==> src/hw/rtl/assert_macros.svh <==
// assertion helpers for the rtl files, included by rule110_ring_run_and_distance.sv
`ifndef ASSERT_MACROS_SVH
`define ASSERT_MACROS_SVH

// concurrent check on the rising edge of clk, off while arst_n is low
`define ASSERT_CLK(label, prop, msg) \
	label: assert property (@(posedge clk) disable iff (!arst_n) (prop)) else $error(msg);

// same, for a property that must hold also while reset is applied
`define ASSERT_CLK_ALWAYS(label, prop, msg) \
	label: assert property (@(posedge clk) (prop)) else $error(msg);

`endif

==> src/hw/rtl/r110_pkg.sv <==
`default_nettype none

package r110_pkg;

	localparam int unsigned ROW_W     = 64;
	localparam int unsigned GEN_W     = 10;
	localparam int unsigned DIST_W    = 7;
	localparam int unsigned GRP_W     = 8;
	localparam int unsigned GRP_N     = ROW_W / GRP_W;
	localparam int unsigned GRP_CNT_W = 4;
	localparam int unsigned IN_W      = 2 * ROW_W;
	localparam int unsigned OUT_W     = 72;

	localparam logic [GEN_W-1:0] GEN_DEFAULT = 10'd100;

	typedef enum logic [1:0] {
		ST_IDLE,
		ST_RUN,
		ST_SUM,
		ST_DONE
	} r110_state_t;

	typedef struct packed {
		logic load;
		logic step;
	} cell_ctrl_t;

endpackage

`default_nettype wire

==> src/hw/rtl/r110_cell.sv <==
`default_nettype none

module r110_cell (
	input  wire                   clk,
	input  r110_pkg::cell_ctrl_t  ctrl,
	input  wire                   load_bit,
	input  wire                   load_tgt,
	input  wire                   left,
	input  wire                   right,
	output logic                  state,
	output logic                  diff
);
	import r110_pkg::*;

	logic cell_q;
	logic tgt_q;

	always_ff @(posedge clk) begin
		if (ctrl.load) begin
			cell_q <= load_bit;
			tgt_q  <= load_tgt;
		end else if (ctrl.step) begin
			// rule 110: alive for 001 010 011 101 110
			cell_q <= (cell_q ^ right) | (cell_q & ~left);
		end
	end

	assign state = cell_q;
	assign diff  = cell_q ^ tgt_q;

endmodule

`default_nettype wire

==> src/hw/rtl/r110_popcount.sv <==
`default_nettype none

module r110_popcount (
	input  wire                          clk,
	input  wire                          en,
	input  wire  [r110_pkg::ROW_W-1:0]   diff,
	output logic [r110_pkg::DIST_W-1:0]  total
);
	import r110_pkg::*;

	logic [GRP_CNT_W-1:0] grp_s1 [GRP_N];

	function automatic logic [GRP_CNT_W-1:0] grp_count(input logic [GRP_W-1:0] v);
		logic [GRP_CNT_W-1:0] n;
		n = '0;
		for (int i = 0; i < GRP_W; i++) begin
			n = n + {{(GRP_CNT_W-1){1'b0}}, v[i]};
		end
		return n;
	endfunction

	// first level: one count per byte of the difference row
	always_ff @(posedge clk) begin
		if (en) begin
			for (int g = 0; g < GRP_N; g++) begin
				grp_s1[g] <= grp_count(diff[g*GRP_W +: GRP_W]);
			end
		end
	end

	always_comb begin
		total = '0;
		for (int g = 0; g < GRP_N; g++) begin
			total = total + {{(DIST_W-GRP_CNT_W){1'b0}}, grp_s1[g]};
		end
	end

endmodule

`default_nettype wire

==> src/hw/rtl/rule110_ring_run_and_distance.sv <==
// Runs elementary rule 110 on a ring of CELLS cells: a beat on s_axis loads the start row
// and the target row, the ring then advances one generation per clock for the number of
// generations held in the configuration register (reset 100, written over cfg_data), and
// one beat on m_axis returns the final row and its Hamming distance to the target. After
// the input beat the cell chain steps once per generation; in the state that sees the
// terminal count the per-byte difference counts are registered, the sum state follows, and
// in the done state, once the output register is free, the byte counts are added into it.
// One item is in the ring at a time; a new input beat is taken as soon as the ring is
// free, even while the previous result still waits in the output register.
// Bits at and above CELLS of the input rows are ignored and read back as zero.
`default_nettype none

module rule110_ring_run_and_distance #(
	parameter int unsigned CELLS = 64
) (
	input  wire                          clk,
	input  wire                          arst_n,
	input  wire                          cfg_valid,
	output logic                         cfg_ready,
	input  wire  [r110_pkg::GEN_W-1:0]   cfg_data,
	input  wire                          s_axis_tvalid,
	output logic                         s_axis_tready,
	// [63:0] start_row, [127:64] target_row
	input  wire  [r110_pkg::IN_W-1:0]    s_axis_tdata,
	output logic                         m_axis_tvalid,
	input  wire                          m_axis_tready,
	// [63:0] final_row, [70:64] distance, [71] zero
	output logic [r110_pkg::OUT_W-1:0]   m_axis_tdata
);
	import r110_pkg::*;

	`include "assert_macros.svh"

	r110_state_t         state_q, state_d;
	logic [GEN_W-1:0]    generations_q;
	logic [GEN_W-1:0]    gen_q;
	cell_ctrl_t          cell_ctrl;
	logic                sum_en;
	logic                out_load;
	logic                out_valid_q;
	logic [ROW_W-1:0]    final_row_q;
	logic [DIST_W-1:0]   distance_q;
	logic [ROW_W-1:0]    row_w;
	logic [ROW_W-1:0]    diff_w;
	logic [DIST_W-1:0]   total_w;
	logic                in_beat;
	logic                out_free;
	logic                gen_done;

	assign cfg_ready     = 1'b1;
	assign s_axis_tready = (state_q == ST_IDLE);
	assign in_beat       = s_axis_tvalid && s_axis_tready;
	assign out_free      = !out_valid_q || m_axis_tready;
	assign gen_done      = (gen_q == generations_q);

	always_ff @(posedge clk or negedge arst_n) begin
		if (!arst_n) begin
			generations_q <= GEN_DEFAULT;
		end else if (cfg_valid && cfg_ready) begin
			generations_q <= cfg_data;
		end
	end

	// next state
	always_comb begin
		state_d = state_q;
		case (state_q)
			ST_IDLE: begin
				if (in_beat) begin
					state_d = ST_RUN;
				end
			end
			ST_RUN: begin
				if (gen_done) begin
					state_d = ST_SUM;
				end
			end
			ST_SUM: begin
				state_d = ST_DONE;
			end
			ST_DONE: begin
				if (out_free) begin
					state_d = ST_IDLE;
				end
			end
			default: begin
				state_d = ST_IDLE;
			end
		endcase
	end

	// control outputs
	always_comb begin
		cell_ctrl.load = 1'b0;
		cell_ctrl.step = 1'b0;
		sum_en         = 1'b0;
		out_load       = 1'b0;
		case (state_q)
			ST_IDLE: begin
				cell_ctrl.load = in_beat;
			end
			ST_RUN: begin
				cell_ctrl.step = !gen_done;
				sum_en         = gen_done;
			end
			ST_SUM: begin
			end
			ST_DONE: begin
				out_load = out_free;
			end
			default: begin
			end
		endcase
	end

	always_ff @(posedge clk or negedge arst_n) begin
		if (!arst_n) begin
			state_q <= ST_IDLE;
			gen_q   <= '0;
		end else begin
			state_q <= state_d;
			if (cell_ctrl.load) begin
				gen_q <= '0;
			end else if (cell_ctrl.step) begin
				gen_q <= gen_q + 1'b1;
			end
		end
	end

	// ring of cells, neighbors wrap around
	for (genvar k = 0; k < ROW_W; k++) begin : g_cell
		if (k < CELLS) begin : g_live
			r110_cell u_cell (
				.clk      (clk),
				.ctrl     (cell_ctrl),
				.load_bit (s_axis_tdata[k]),
				.load_tgt (s_axis_tdata[ROW_W + k]),
				.left     (row_w[(k + CELLS - 1) % CELLS]),
				.right    (row_w[(k + 1) % CELLS]),
				.state    (row_w[k]),
				.diff     (diff_w[k])
			);
		end else begin : g_pad
			assign row_w[k]  = 1'b0;
			assign diff_w[k] = 1'b0;
		end
	end

	r110_popcount u_popcount (
		.clk   (clk),
		.en    (sum_en),
		.diff  (diff_w),
		.total (total_w)
	);

	always_ff @(posedge clk or negedge arst_n) begin
		if (!arst_n) begin
			out_valid_q <= 1'b0;
		end else if (out_load) begin
			out_valid_q <= 1'b1;
		end else if (m_axis_tready) begin
			out_valid_q <= 1'b0;
		end
	end

	always_ff @(posedge clk) begin
		if (out_load) begin
			final_row_q <= row_w;
			distance_q  <= total_w;
		end
	end

	assign m_axis_tvalid = out_valid_q;
	assign m_axis_tdata  = {{(OUT_W-ROW_W-DIST_W){1'b0}}, distance_q, final_row_q};

	`ASSERT_CLK(a_load_starts_run, in_beat |=> (state_q == ST_RUN), "input beat did not start a run")
	`ASSERT_CLK(a_gen_bounded, (state_q == ST_RUN) |-> (gen_q <= generations_q), "generation count overran")
	`ASSERT_CLK(a_result_from_done, $rose(out_valid_q) |-> $past(state_q == ST_DONE), "result appeared outside done")
	`ASSERT_CLK(a_dist_range, out_valid_q |-> (distance_q <= DIST_W'(CELLS)), "distance above ring size")

endmodule

`default_nettype wire
==> config.mk <==
export PLATFORM = sky130hd
export DESIGN_NAME = rule110_ring_run_and_distance
export DESIGN_NICKNAME = d
export VERILOG_FILES = /design/src/hw/rtl/r110_pkg.sv /design/src/hw/rtl/r110_cell.sv /design/src/hw/rtl/r110_popcount.sv /design/src/hw/rtl/rule110_ring_run_and_distance.sv
export VERILOG_INCLUDE_DIRS = /design/src /design/src/hw/rtl
export SDC_FILE = /design/constraint.sdc
export NUM_CORES = 1
export LEC_CHECK = 0
export BUFFER_PORTS_ARGS = -buffer_cell sky130_fd_sc_hd__buf_2
export CORE_MARGIN = 5
export CORE_UTILIZATION = 55
export CTS_CLUSTER_SIZE = 28
export DETAILED_ROUTE_END_ITERATION = 6
export PLACE_DENSITY = 0.76
export SKIP_LAST_GASP = 1
export SYNTH_ARGS = -nofsm -noshare
export SYNTH_HDL_FRONTEND = slang
export SYNTH_SLANG_ARGS = --single-unit
==> constraint.sdc <==
create_clock -name clk -period 11.94 [get_ports clk]
set_clock_uncertainty 0.1 [all_clocks]
set_input_delay 2.388 -clock clk [delete_from_list [all_inputs] [get_ports clk]]
set_output_delay 2.388 -clock clk [all_outputs]
set_load 0.02 [all_outputs]
Word level (Yosys, flattened, before mapping)
Memory sizes are Yosys's and may differ from the RTL's.
Cells that the tools add are included.
{ "totals": {"reg_bits": 222, "latch_bits": 0, "ram_bits": 32, "mem_bits_ro": 0, "inputBits": 143, "output_inout_bits": 75, "wordCells": 676, "n_memories": 1} }
{ "mem_list": {"columns": ["name", "words", "width", "rd", "rd_ports_with_merged_regs", "wr", "line_no", "source"], "rows": [
  ["u_popcount.grp_s1", 8, 4, 8, 0, 8, "r110_popcount.sv:11", "logic [GRP_CNT_W-1:0] grp_s1 [GRP_N];"]
]} }
{ "op_classes": {"addsub": 64, "multipliers": 0, "div": 0, "order_cmp": 0, "eq_ne": 7, "shifts": 0, "n_mux": 142, "bitwise": 320, "reduce_logical": 8} }
{ "ops": {"columns": ["operator", "count"], "rows": [
  ["adder 4 x 1 -> 4 bit", 48],
  ["2-to-1 mux 1 bit", 136],
  ["bitwise XOR 1 bit", 128],
  ["bitwise AND 1 bit", 64],
  ["inverter 1 bit", 64],
  ["bitwise OR 1 bit", 64],
  ["adder 7 x 4 -> 7 bit", 6],
  ["2-to-1 mux 10 bit", 2],
  ["adder 1 x 1 -> 2 bit", 8],
  ["adder 10 x 1 -> 10 bit, second input constant", 1],
  ["equality test 10 bit", 1],
  ["one-hot mux 2 bit (4 select lines)", 1],
  ["2-to-1 mux 2 bit", 3],
  ["adder 4 x 4 -> 5 bit", 1],
  ["equality test 2 bit, second input constant", 2],
  ["!= test 2 bit, second input constant", 2],
  ["nonzero test 2 bit", 2],
  ["AND reduction 3 bit", 1],
  ["equality test 2 x 1 -> 1 bit, second input constant", 1],
  ["zero test 1 bit", 2],
  ["zero test 2 bit", 1],
  ["!= test 2 x 1 -> 1 bit, second input constant", 1],
  ["logical AND 1 bit", 1],
  ["logical OR 1 bit", 1]
]} }

Logic depth before layout (Yosys ltp)
Gate-level depths: netlist of the first run.
{ "depth": {"depth_word": 8, "depth_mapped": 15, "mapped_depth_nobuf": 15} }

By module
Synthesis of the first run repeated with hierarchy kept, for this count alone.
{ "unflattened": {"cells_unflattened": 975, "hier_area_um2": 13036.3} }
{ "modules_own_cells": {"columns": ["module", "n_inst", "cells_per_inst", "area_each_um2", "seq_area_each_um2"], "rows": [
  ["r110_cell", 64, 8, 101.3, 60.1],
  ["rule110_ring_run_and_distance", 1, 190, 3422.0, 2711.4],
  ["r110_popcount", 1, 273, 3128.0, 960.9]
]} }

Worst setup path after synthesis of the first run
No wires, ideal clock.
{ "synth_timing": {"kind": "input -> register", "startpoint": "input s_axis_tvalid", "endpoint": "register g_cell[0].g_live.u_cell.cell_q (enable)", "setup_ns": 0.687, "arrival_time_ns": 4.172, "required_ns": 11.153, "path_slack_ns": 6.981, "stages": 4, "path_cell_list": "nand2_1 -> clkbuf_1 -> clkbuf_1 -> nand2_1"} }
{ "synth_via": {"elab_chain_len": 3} }
{ "synth_rtl": {"columns": ["element", "line_no", "source"], "rows": [
  ["from (decl)", "rule110_ring_run_and_distance.sv:21", "input wire s_axis_tvalid,"],
  ["logical AND 1 bit", "rule110_ring_run_and_distance.sv:52", "assign in_beat = s_axis_tvalid && s_axis_tready;"],
  ["2-to-1 mux 1 bit", "rule110_ring_run_and_distance.sv:98", "case (state_q)"],
  ["nonzero test 2 bit (no line)", null, null],
  ["to (signal assigned)", "r110_cell.sv:20", "cell_q <= load_bit;"],
  ["to (signal assigned)", "r110_cell.sv:24", "cell_q <= (cell_q ^ right) | (cell_q & ~left);"],
  ["to (decl)", "r110_cell.sv:15", "logic cell_q;"]
]} }
Every way passes these cells.
A chain may end at the register's enable or synchronous reset.

==> results.py, run 1 <==
metrics = {
    "critical_path": {
        "critPathKind": "register to register",
        "cp_data_required_time_ns": 12.11,
        "crit_path_end_kind": "register",
        "startpoint": "u_popcount.grp_s1[1][0]$_DFFE_PP_",
        "startpoint_type": "register",
        "cp_data_arrival_time_ns": 4.90,
        "path_max_fanout": 2,
        "reg2reg_from": "u_popcount.grp_s1[1][0]$_DFFE_PP_",
    },
    "synthesis": {
        "synth-edff-count": 231,
        "synth.top_cells.by_count": "edfxtp_1 (231), inv_1 (198), ha_1 (108)",
        "synth_ff_type": "edfxtp_1",
        "syn-cell-area_um2": 12820,
        "syn-mean-instance-area_um2": 13.58,
        "synth_top_area_cell": "edfxtp_1",
        "synth_fp_nets": 1246,
        "ys_ff_latch": 254,
        "synth_area_leaders": "edfxtp_1 (54%), ha_1 (11%), fa_1 (8.0%)",
        "yosysSeqAreaShare_pct": 58.64,
        "synth_top_area_share_pct": 54.12,
        "synth-warning-count": 0,
        "yosysMostFrequentCell": "edfxtp_1",
        "synth.distinct_cells": 42,
        "async_reset_ff_share_pct": 9.055,
        "synthesis.instances": 944,
    },
    "place": {
        "place.gp.congestion": 0.8039,
        "port_buffers": 215,
        "post-place-ws_ns": 7.196,
        "place_area_um2": 14230,
        "place_hpwl_um": 17610,
    },
    "global_routing": {
        "gr-total-overflow": 0,
        "track_usage_pct": 18.54,
        "grt_first_pass_wirelength_um": 39590,
        "antenna_found_initial": 4,
        "grt_max_degree": 72,
        "grt_pass1_vias": 8040,
    },
    "die": {
        "rows": 55,
        "io_pins": 218,
        "core-area_um2": 22780,
        "die_w_um": 162.7,
        "dieArea_um2": 26460,
        "die_h_um": 162.7,
        "initial_core_util_pct": 56.26,
    },
    "routing": {
        "firstDrtPassIters": 5,
        "ant_nets": 0,
        "drc": 0,
        "num_vias": 7519,
        "viasPerCell": 5.003,
        "drt_iter0_drc": 418,
        "drt-total-wl_um": 24350,
        "wl_per_cell_um": 16.20,
    },
    "timing": {
        "period_needed_ns": 4.734,
        "max_freq_mhz": 211.2,
        "tightestPinTransition_ns": 1.066,
        "setup_tns_ns": 0,
        "setup_viol": 0,
        "hold_violations": 0,
        "drv_slew": 0,
        "fin_crit_sh_pct": 39.65,
        "fin_ws_ns": 7.206,
        "slew_headroom_pct": 28.95,
        "rsz0062_at_grt": "no",
        "holdWs_ns": 0.4307,
    },
    "clock_network": {
        "cts_tree": "yes",
        "cts-resized-gates": 0,
        "htree_num_levels": 1,
        "cts.sinks": 254,
        "cts_max_path_buffers": 3,
        "holdBufCountCts": 0,
        "clock_latency_ns": 0.52,
        "clockRootBuffer": "clkbuf_16",
        "cts_buffers": 27,
        "cts_setup_buffers": 0,
        "clk_pin_slew_ns": 0.06,
    },
    "final_layout": {
        "final_core_util_pct": 66.23,
        "drive_above_1_share_pct": 23.48,
        "fin_area_um2": 15090,
        "finalNetCount": 1473,
        "syn2layout_area_growth_pct": 17.72,
    },
    "power_and_ir_drop": {
        "p_leak_nw": 6.599,
        "peakVddDrop_mv": 0.2891,
        "p_per_area_nw_per_um2": 322.1,
    },
    "run": {
        "maxCapViolations": 0,
    },
    "min_path": {
        "hp-class": "register to register",
        "min_from": "generations_q[7]$_DFFE_PN0P_",
    },
    "outcome": {
        "status": "finished, final reports clean",
    },
}
-- metal layers --
layer	GRT usage (%)	wire length, um	vias up
li1	-	-	3668
met1	25.20	10300	3593
met2	31.58	12100	216
met3	3.822	1543	36
met4	3.393	366	6
met5	0	39	-
-- worst paths after layout --
path | endpoint | slack (ns) | depth (start not counted)
worst max-delay path | distance_q[6]$_DFFE_PP_ | 7.21 | 15
worst min-delay path | generations_q[7]$_DFFE_PN0P_ | 0.43 | 1
worst max register to register | distance_q[6]$_DFFE_PP_ | 7.21 | 15
worst min register to register | generations_q[7]$_DFFE_PN0P_ | 0.43 | 1
max in group asynchronous | generations_q[2]$_DFFE_PN1P_ | 9.65 | 1
min in group asynchronous | gen_q[0]$_DFFE_PN0P_ | 1.73 | 1
-- cell usage in the layout (no fill, tap or decap), types with 5 or more instances in the layout --
master and n:
edfxtp_1 231, buf_2 215, inv_1 197, ha_1 108, nor2_1 71, a31oi_1 64
xor2_1 62, fa_1 51, xnor2_1 28, clkbuf_16 27, dfrtp_1 20, a21oi_1 19
mux2_2 10, nor2b_1 9, clkbuf_1 7, nand2_1 5, nand3_1 5
-- through the flow --
stage,power (W),instances
final,0.004860,1503
after global routing,0.005385,1502
after CTS,0.004960,1501
after detailed placement,0.004109,1455
after global placement,0.003992,1455
after floorplan,0.003448,944
-- where the power goes --
group / leakage, nW / switching (W) / internal (W)
clock: 0.409 / 0.000331 / 0.000480
combinational: 3.78 / 0.00132 / 0.000965
sequential: 2.41 / 0.000204 / 0.00156
total: 6.60 / 0.00185 / 0.00301
-- registers in the layout, summed over array words and instances (netlist names), 2 cells and up --
| name | cells |
|---|---|
| u_popcount.grp_s1 | 32 |
| gen_q | 10 |
| g_cell.g_live.u_cell.state | 64 |
| final_row_q | 64 |
| g_cell.g_live.u_cell.tgt_q | 64 |
| distance_q | 7 |
| state_q | 2 |
| generations_q | 10 |
-- area by class of cell --
cell class	instances	area, um2
fillers	1668	7691
flip-flops and latches	254	7516
multi-input cells	472	4479
repair buffers	218	1099
inverters	198	744.5
clock buffers	34	701.9
well taps	313	391.6
clock inverters	12	150.1
diodes	2	5.005
-- worst max-delay path: stages (launching register included) --
cell and delay, ns:
edfxtp_1 0.36, ha_1 0.24, fa_1 0.40, xor2_1 0.19, fa_1 0.49, inv_1 0.06, fa_1 0.50, fa_1 0.52
fa_1 0.52, inv_1 0.07, ha_1 0.29, a21o_1 0.17, a21oi_1 0.23, o21bai_1 0.09, a21oi_1 0.17, xnor2_1 0.07
-- cell families after synthesis --
logic type      synth area share (%)
flops                          58.64
buf+inv                        6.590
fa+ha+maj                      18.51
simple gates                   3.895
compound gates                 5.057
xor+xnor                       6.278
mux                           0.9665
other cells                  0.05860
Note: power is estimated with default switching activity, not from simulation.
==> run 2: changes to the inputs <==
CORE_UTILIZATION = 51   (was 55)
PLACE_DENSITY = 0.74   (was 0.76)
clock period = 3.91 ns   (was 11.94 ns; I/O delays follow)
==> run 2 against run 1 <==
- the flow now finishes with violations (negative setup slack)
- worst setup slack got worse by 7.7 ns
- cell count rose by 2.2%
- global-route usage fell by 1.0 points
- via count rose by 0.96%
- total power rose to 3.1 times the previous value
- critical path depth did not move
- register-to-register slack got worse by 7.7 ns
- count of clock-buffer cells in the layout rose by 3
- highest routed layer unchanged
==> results.py, run 2 (synthesis results as in run 1) <==
metrics = {
    "final_layout": {
        "final_core_util_pct": 61.22,
        "stdcell_count": 1536,
        "syn2layout_area_growth_pct": 19.25,
        "multi_input_area_um2": 4574,
        "layout_commonest_cell": "edfxtp_1",
        "fillCellCount": 1977,
        "layout_common_cells": "edfxtp_1 (231), buf_2 (215), inv_1 (195), ha_1 (103), nor2_1 (71)",
        "finalNetCount": 1483,
        "regArea_um2": 7516,
        "drive_above_1_share_pct": 25.02,
    },
    "critical_path": {
        "path_max_fanout": 2,
        "ff2ff_path_depth": 15,
        "startpoint_type": "register",
        "cp_data_arrival_time_ns": 4.56,
        "r2r_setup_slack_ns": -0.47,
        "crit_path_end_kind": "register",
        "cp_data_required_time_ns": 4.09,
        "reg2reg_from": "u_popcount.grp_s1[0][0]$_DFFE_PP_",
        "r2r_end": "distance_q[6]$_DFFE_PP_",
        "critPathKind": "register to register",
    },
    "clock_network": {
        "clockRootBuffer": "clkbuf_16",
        "cts_tree": "yes",
        "htree_num_levels": 1,
        "cts.sinks": 254,
        "clock_latency_ns": 0.53,
        "cts_max_path_buffers": 3,
        "cts_buffers": 28,
        "clk_pin_slew_ns": 0.06,
    },
    "die": {
        "die_w_um": 168.5,
        "rows": 58,
        "die_h_um": 168.5,
        "dieArea_um2": 28400,
        "initial_core_util_pct": 51.34,
        "core-area_um2": 24960,
        "io_pins": 218,
    },
    "routing": {
        "drt-total-wl_um": 25070,
        "num_vias": 7591,
        "drt_iter0_drc": 386,
        "firstDrtPassIters": 4,
        "ant_nets": 0,
        "drc": 0,
        "wl_per_cell_um": 16.32,
        "viasPerCell": 4.942,
    },
    "power_and_ir_drop": {
        "power_w": 0.01513,
        "internal-power_w": 0.009225,
        "p_leak_nw": 6.662,
        "clock_power_share_pct": 16.2,
        "peakVddDrop_mv": 1.007,
        "swShare_pct": 39.04,
        "switchingPower_w": 0.005908,
        "seqPwrFrac_pct": 35.5,
        "combPwrFrac_pct": 48.3,
        "p_per_area_nw_per_um2": 990.2,
    },
    "outcome": {
        "violations": "negative setup slack",
        "status": "complete, but fails checks",
    },
    "global_routing": {
        "grt_util_met2_pct": 30.35,
        "use_met1_pct": 22.73,
        "grt_pass1_vias": 7985,
        "gr-total-overflow": 0,
        "track_usage_pct": 17.54,
        "met3_usage_pct": 3.877,
        "grt_max_degree": 80,
        "antenna_found_initial": 5,
        "grt-busiest-layer": "met2",
        "grt_first_pass_wirelength_um": 40290,
    },
    "timing": {
        "holdWs_ns": 0.1099,
        "hold_violations": 0,
        "fin_crit_sh_pct": 112.0,
        "drv_slew": 0,
        "rsz0062_at_grt": "yes",
        "fin_ws_ns": -0.4679,
        "setup_viol": 5,
        "tightestPinTransition_ns": 1.082,
        "period_needed_ns": 4.378,
        "slew_headroom_pct": 27.87,
        "max_freq_mhz": 228.4,
    },
    "place": {
        "port_buffers": 215,
        "place.gp.congestion": 0.7703,
        "post-place-ws_ns": -0.5504,
        "dp_cells": 1480,
        "place_hpwl_um": 17900,
    },
    "run": {
        "maxCapViolations": 0,
    },
    "min_path": {
        "hp-class": "primary input to asynchronous set/reset pin",
    },
}
## run 2: cell type report
cell class              count  share of cell area, %
flip-flops and latches    254                  49.18
multi-input cells         472                  29.93
repair buffers            227                  7.736
clock buffers              37                  4.945
inverters                 198                  4.871
well taps                 330                  2.702
clock inverters            15                 0.5894
diodes                      3                0.04912
## run 2: layer usage
metal  wire (um)  part of all wire [%]  up-vias
met5          25                  0.10        -
li1            -                     -     3685
met4         601                   2.4        4
met3        1456                   5.8       46
met1       10630                    42     3664
met2       12350                    49      192
## run 2: timing repair
action                                  4_1_cts  5_1_grt
buffers inserted                              2        1
hold buffers                                  0        0
endpoints found under the setup margin        5        5
gates resized for setup                       7        3
pin swaps                                     6        1
## run 2: how the worst max path moves through the flow
stage	end	startpoint
global placement	distance_q[5]$_DFFE_PP_	u_popcount.grp_s1[0][0]$_DFFE_PP_
global route	distance_q[6]$_DFFE_PP_	u_popcount.grp_s1[0][0]$_DFFE_PP_
finish	distance_q[6]$_DFFE_PP_	u_popcount.grp_s1[0][0]$_DFFE_PP_
CTS	distance_q[6]$_DFFE_PP_	u_popcount.grp_s1[0][0]$_DFFE_PP_
detailed placement	distance_q[5]$_DFFE_PP_	u_popcount.grp_s1[0][0]$_DFFE_PP_
floorplan	distance_q[6]$_DFFE_PP_	u_popcount.grp_s1[0][0]$_DFFE_PP_
## run 2: worst max-delay path, stage by stage, from the launching register on
cell	delay, ns
edfxtp_1	0.38
ha_2	0.21
fa_2	0.38
xor2_2	0.17
fa_1	0.51
inv_1	0.05
fa_1	0.50
fa_1	0.44
fa_1	0.51
inv_2	0.06
ha_4	0.20
a21o_1	0.15
a21oi_2	0.13
o21bai_1	0.09
a21oi_1	0.16
xnor2_1	0.08
## run 2: power by group through the flow
stage                     registers (W)  logic, W  clock network, W
after detailed placement        0.00543   0.00750                 0
after global routing            0.00549   0.00860           0.00261
after floorplan                 0.00562   0.00491                 0
after CTS                       0.00539   0.00759           0.00250
after global placement          0.00540   0.00722                 0
final                           0.00538   0.00731           0.00244
## run 2: metrics by stage
step	cell area, um2	setup TNS (ns)
after global placement	14370	-1.317
after detailed placement	14370	-1.897
after CTS	15260	-1.669
final	15280	-1.534
after global routing	15280	-2.226
after floorplan	12860	-0.7975
==> run 3: changes to the inputs <==
CAP_MARGIN = 40   (was unset)
PLACE_DENSITY = 0.76   (was 0.74)
==> run 3 against run 2 <==
- the flow still finishes with violations (negative setup slack)
- non-clock buffer count up 5
- sequential power is essentially flat
- worst hold slack better by 0.0069 ns
- core utilization grew 0.99 points
- highest routed layer unchanged
==> results.py, run 3 (synthesis results as in run 1) <==
metrics = {
    "outcome": {
        "status": "complete, but fails checks",
        "violations": "negative setup slack",
    },
    "final_layout": {
        "syn2layout_area_growth_pct": 21.18,
        "drive_above_1_share_pct": 25.81,
        "stdcell_count": 1543,
        "layout_commonest_cell": "edfxtp_1",
        "fin_area_um2": 15530,
        "finalNetCount": 1489,
        "layout_common_cells": "edfxtp_1 (231), buf_2 (215), inv_1 (196), ha_1 (103), nor2_1 (71)",
        "final_core_util_pct": 62.21,
    },
    "routing": {
        "ant_nets": 0,
        "drt-total-wl_um": 25470,
        "viasPerCell": 4.939,
        "drt_iter0_drc": 435,
        "num_vias": 7621,
        "drc": 0,
        "firstDrtPassIters": 4,
        "wl_per_cell_um": 16.51,
    },
    "critical_path": {
        "path_cells": "ha_4, fa_2, xor2_2, fa_1, inv_1, fa_1, fa_1, fa_1, inv_2, buf_4, fa_2, a21oi_2, nor2_1, nor2_1, xnor2_1",
        "startpoint_type": "register",
        "critPathKind": "register to register",
        "ff2ff_path_depth": 15,
        "cp_slowest_cell": "fa_1",
        "r2r_setup_slack_ns": -0.49,
        "startpoint": "u_popcount.grp_s1[0][0]$_DFFE_PP_",
        "reg2reg_from": "u_popcount.grp_s1[0][0]$_DFFE_PP_",
        "cp_data_arrival_time_ns": 4.59,
        "crit_path_end_kind": "register",
        "cpMostUsedCell": "fa_1",
        "slowest_delay_ns": 0.50,
        "cp_data_required_time_ns": 4.09,
        "path_max_fanout": 2,
        "crit_path_end": "distance_q[5]$_DFFE_PP_",
        "r2r_end": "distance_q[5]$_DFFE_PP_",
    },
    "global_routing": {
        "gr-total-overflow": 0,
        "grt_first_pass_wirelength_um": 41080,
        "grt_pass1_vias": 8227,
        "track_usage_pct": 17.92,
        "grt_max_degree": 77,
        "antenna_found_initial": 3,
    },
    "place": {
        "place_area_um2": 14420,
        "place.gp.congestion": 0.7809,
        "dp_cells": 1483,
        "port_buffers": 215,
        "place_hpwl_um": 18650,
    },
    "clock_network": {
        "cts_tree": "yes",
        "cts_buffers": 29,
        "htree_num_levels": 1,
        "clockRootBuffer": "clkbuf_16",
        "holdBufCountCts": 0,
        "clock_latency_ns": 0.53,
        "cts.sinks": 254,
        "cts_max_path_buffers": 3,
        "clk_pin_slew_ns": 0.06,
    },
    "timing": {
        "rsz0062_at_grt": "yes",
        "max_freq_mhz": 227.1,
        "hold_violations": 0,
        "drv_slew": 0,
        "setup_viol": 5,
        "holdWs_ns": 0.1168,
        "fin_ws_ns": -0.4926,
        "setup_tns_ns": -1.840,
        "period_needed_ns": 4.403,
        "fin_crit_sh_pct": 112.6,
        "tightestPinTransition_ns": 0.8258,
        "slew_headroom_pct": 44.95,
    },
    "die": {
        "rows": 58,
        "core-area_um2": 24960,
        "initial_core_util_pct": 51.34,
        "die_h_um": 168.5,
        "dieArea_um2": 28400,
        "io_pins": 218,
        "die_w_um": 168.5,
    },
    "run": {
        "maxCapViolations": 0,
    },
    "min_path": {
        "hp-class": "primary input to asynchronous set/reset pin",
    },
    "power_and_ir_drop": {
        "p_per_area_nw_per_um2": 1012,
        "p_leak_nw": 6.771,
        "peakVddDrop_mv": 0.9150,
    },
}
==> run 3: area by class of cell <==
class	instances	area, um2
fillers	1932	9433
flip-flops and latches	254	7516
multi-input cells	472	4577
repair buffers	232	1256
inverters	198	744.5
clock buffers	32	737.0
well taps	330	412.9
clock inverters	21	277.8
diodes	4	10.01
==> run 3: worst min path at each step <==
stage,from,to,cells after the start
6_report,arst_n,m_axis_tvalid$_DFFE_PN0P_,1
5_1_grt,arst_n,m_axis_tvalid$_DFFE_PN0P_,1
4_1_cts,arst_n,m_axis_tvalid$_DFFE_PN0P_,1
3_5_place_dp,generations_q[9]$_DFFE_PN0P_,generations_q[9]$_DFFE_PN0P_,1
3_3_place_gp,m_axis_tvalid$_DFFE_PN0P_,m_axis_tvalid$_DFFE_PN0P_,2
2_1_floorplan,arst_n,gen_q[0]$_DFFE_PN0P_,0
==> run 3: power by group <==
| part | internal (W) | switching [W] |
|---|---|---|
| registers | 0.00475 | 0.000616 |
| logic | 0.00314 | 0.00434 |
| clock network | 0.00181 | 0.00106 |
==> run 3: critical path: cells and delay by family (launching register included) <==
family | cells | cell delay [ns]
DFF | 1 | 0.42
adders and majority gates | 7 | 2.85
AOI/OAI and AO/OA | 1 | 0.14
and+or+nand+nor | 2 | 0.17
buffers and inverters | 3 | 0.23
xor gates and xnor gates | 2 | 0.24
==> run 3: repair_timing <==
item / 4_1_cts / 5_1_grt
setup endpoints to repair: 5 / 5
pin swaps: 7 / 3
gates resized for setup: 5 / 5
setup buffers: 1 / 2
==> run 3: metrics by stage <==
stage | power (W) | setup slack (ns)
floorplan | 0.01053 | -0.3140
global placement | 0.01265 | -0.3911
detailed placement | 0.01303 | -0.5026
global route | 0.01729 | -0.6454
finish | 0.01572 | -0.4926
CTS | 0.01605 | -0.4795
==> run 3: routing by layer <==
| metal | share of wire [%] | vias to the layer above | GRT usage (%) |
|---|---|---|---|
| li1 | - | 3700 | - |
| met4 | 2.4 | 4 | 4.693 |
| met2 | 49 | 183 | 31.34 |
| met5 | 0.11 | - | 0 |
| met3 | 6.1 | 46 | 3.340 |
| met1 | 42 | 3688 | 23.20 |
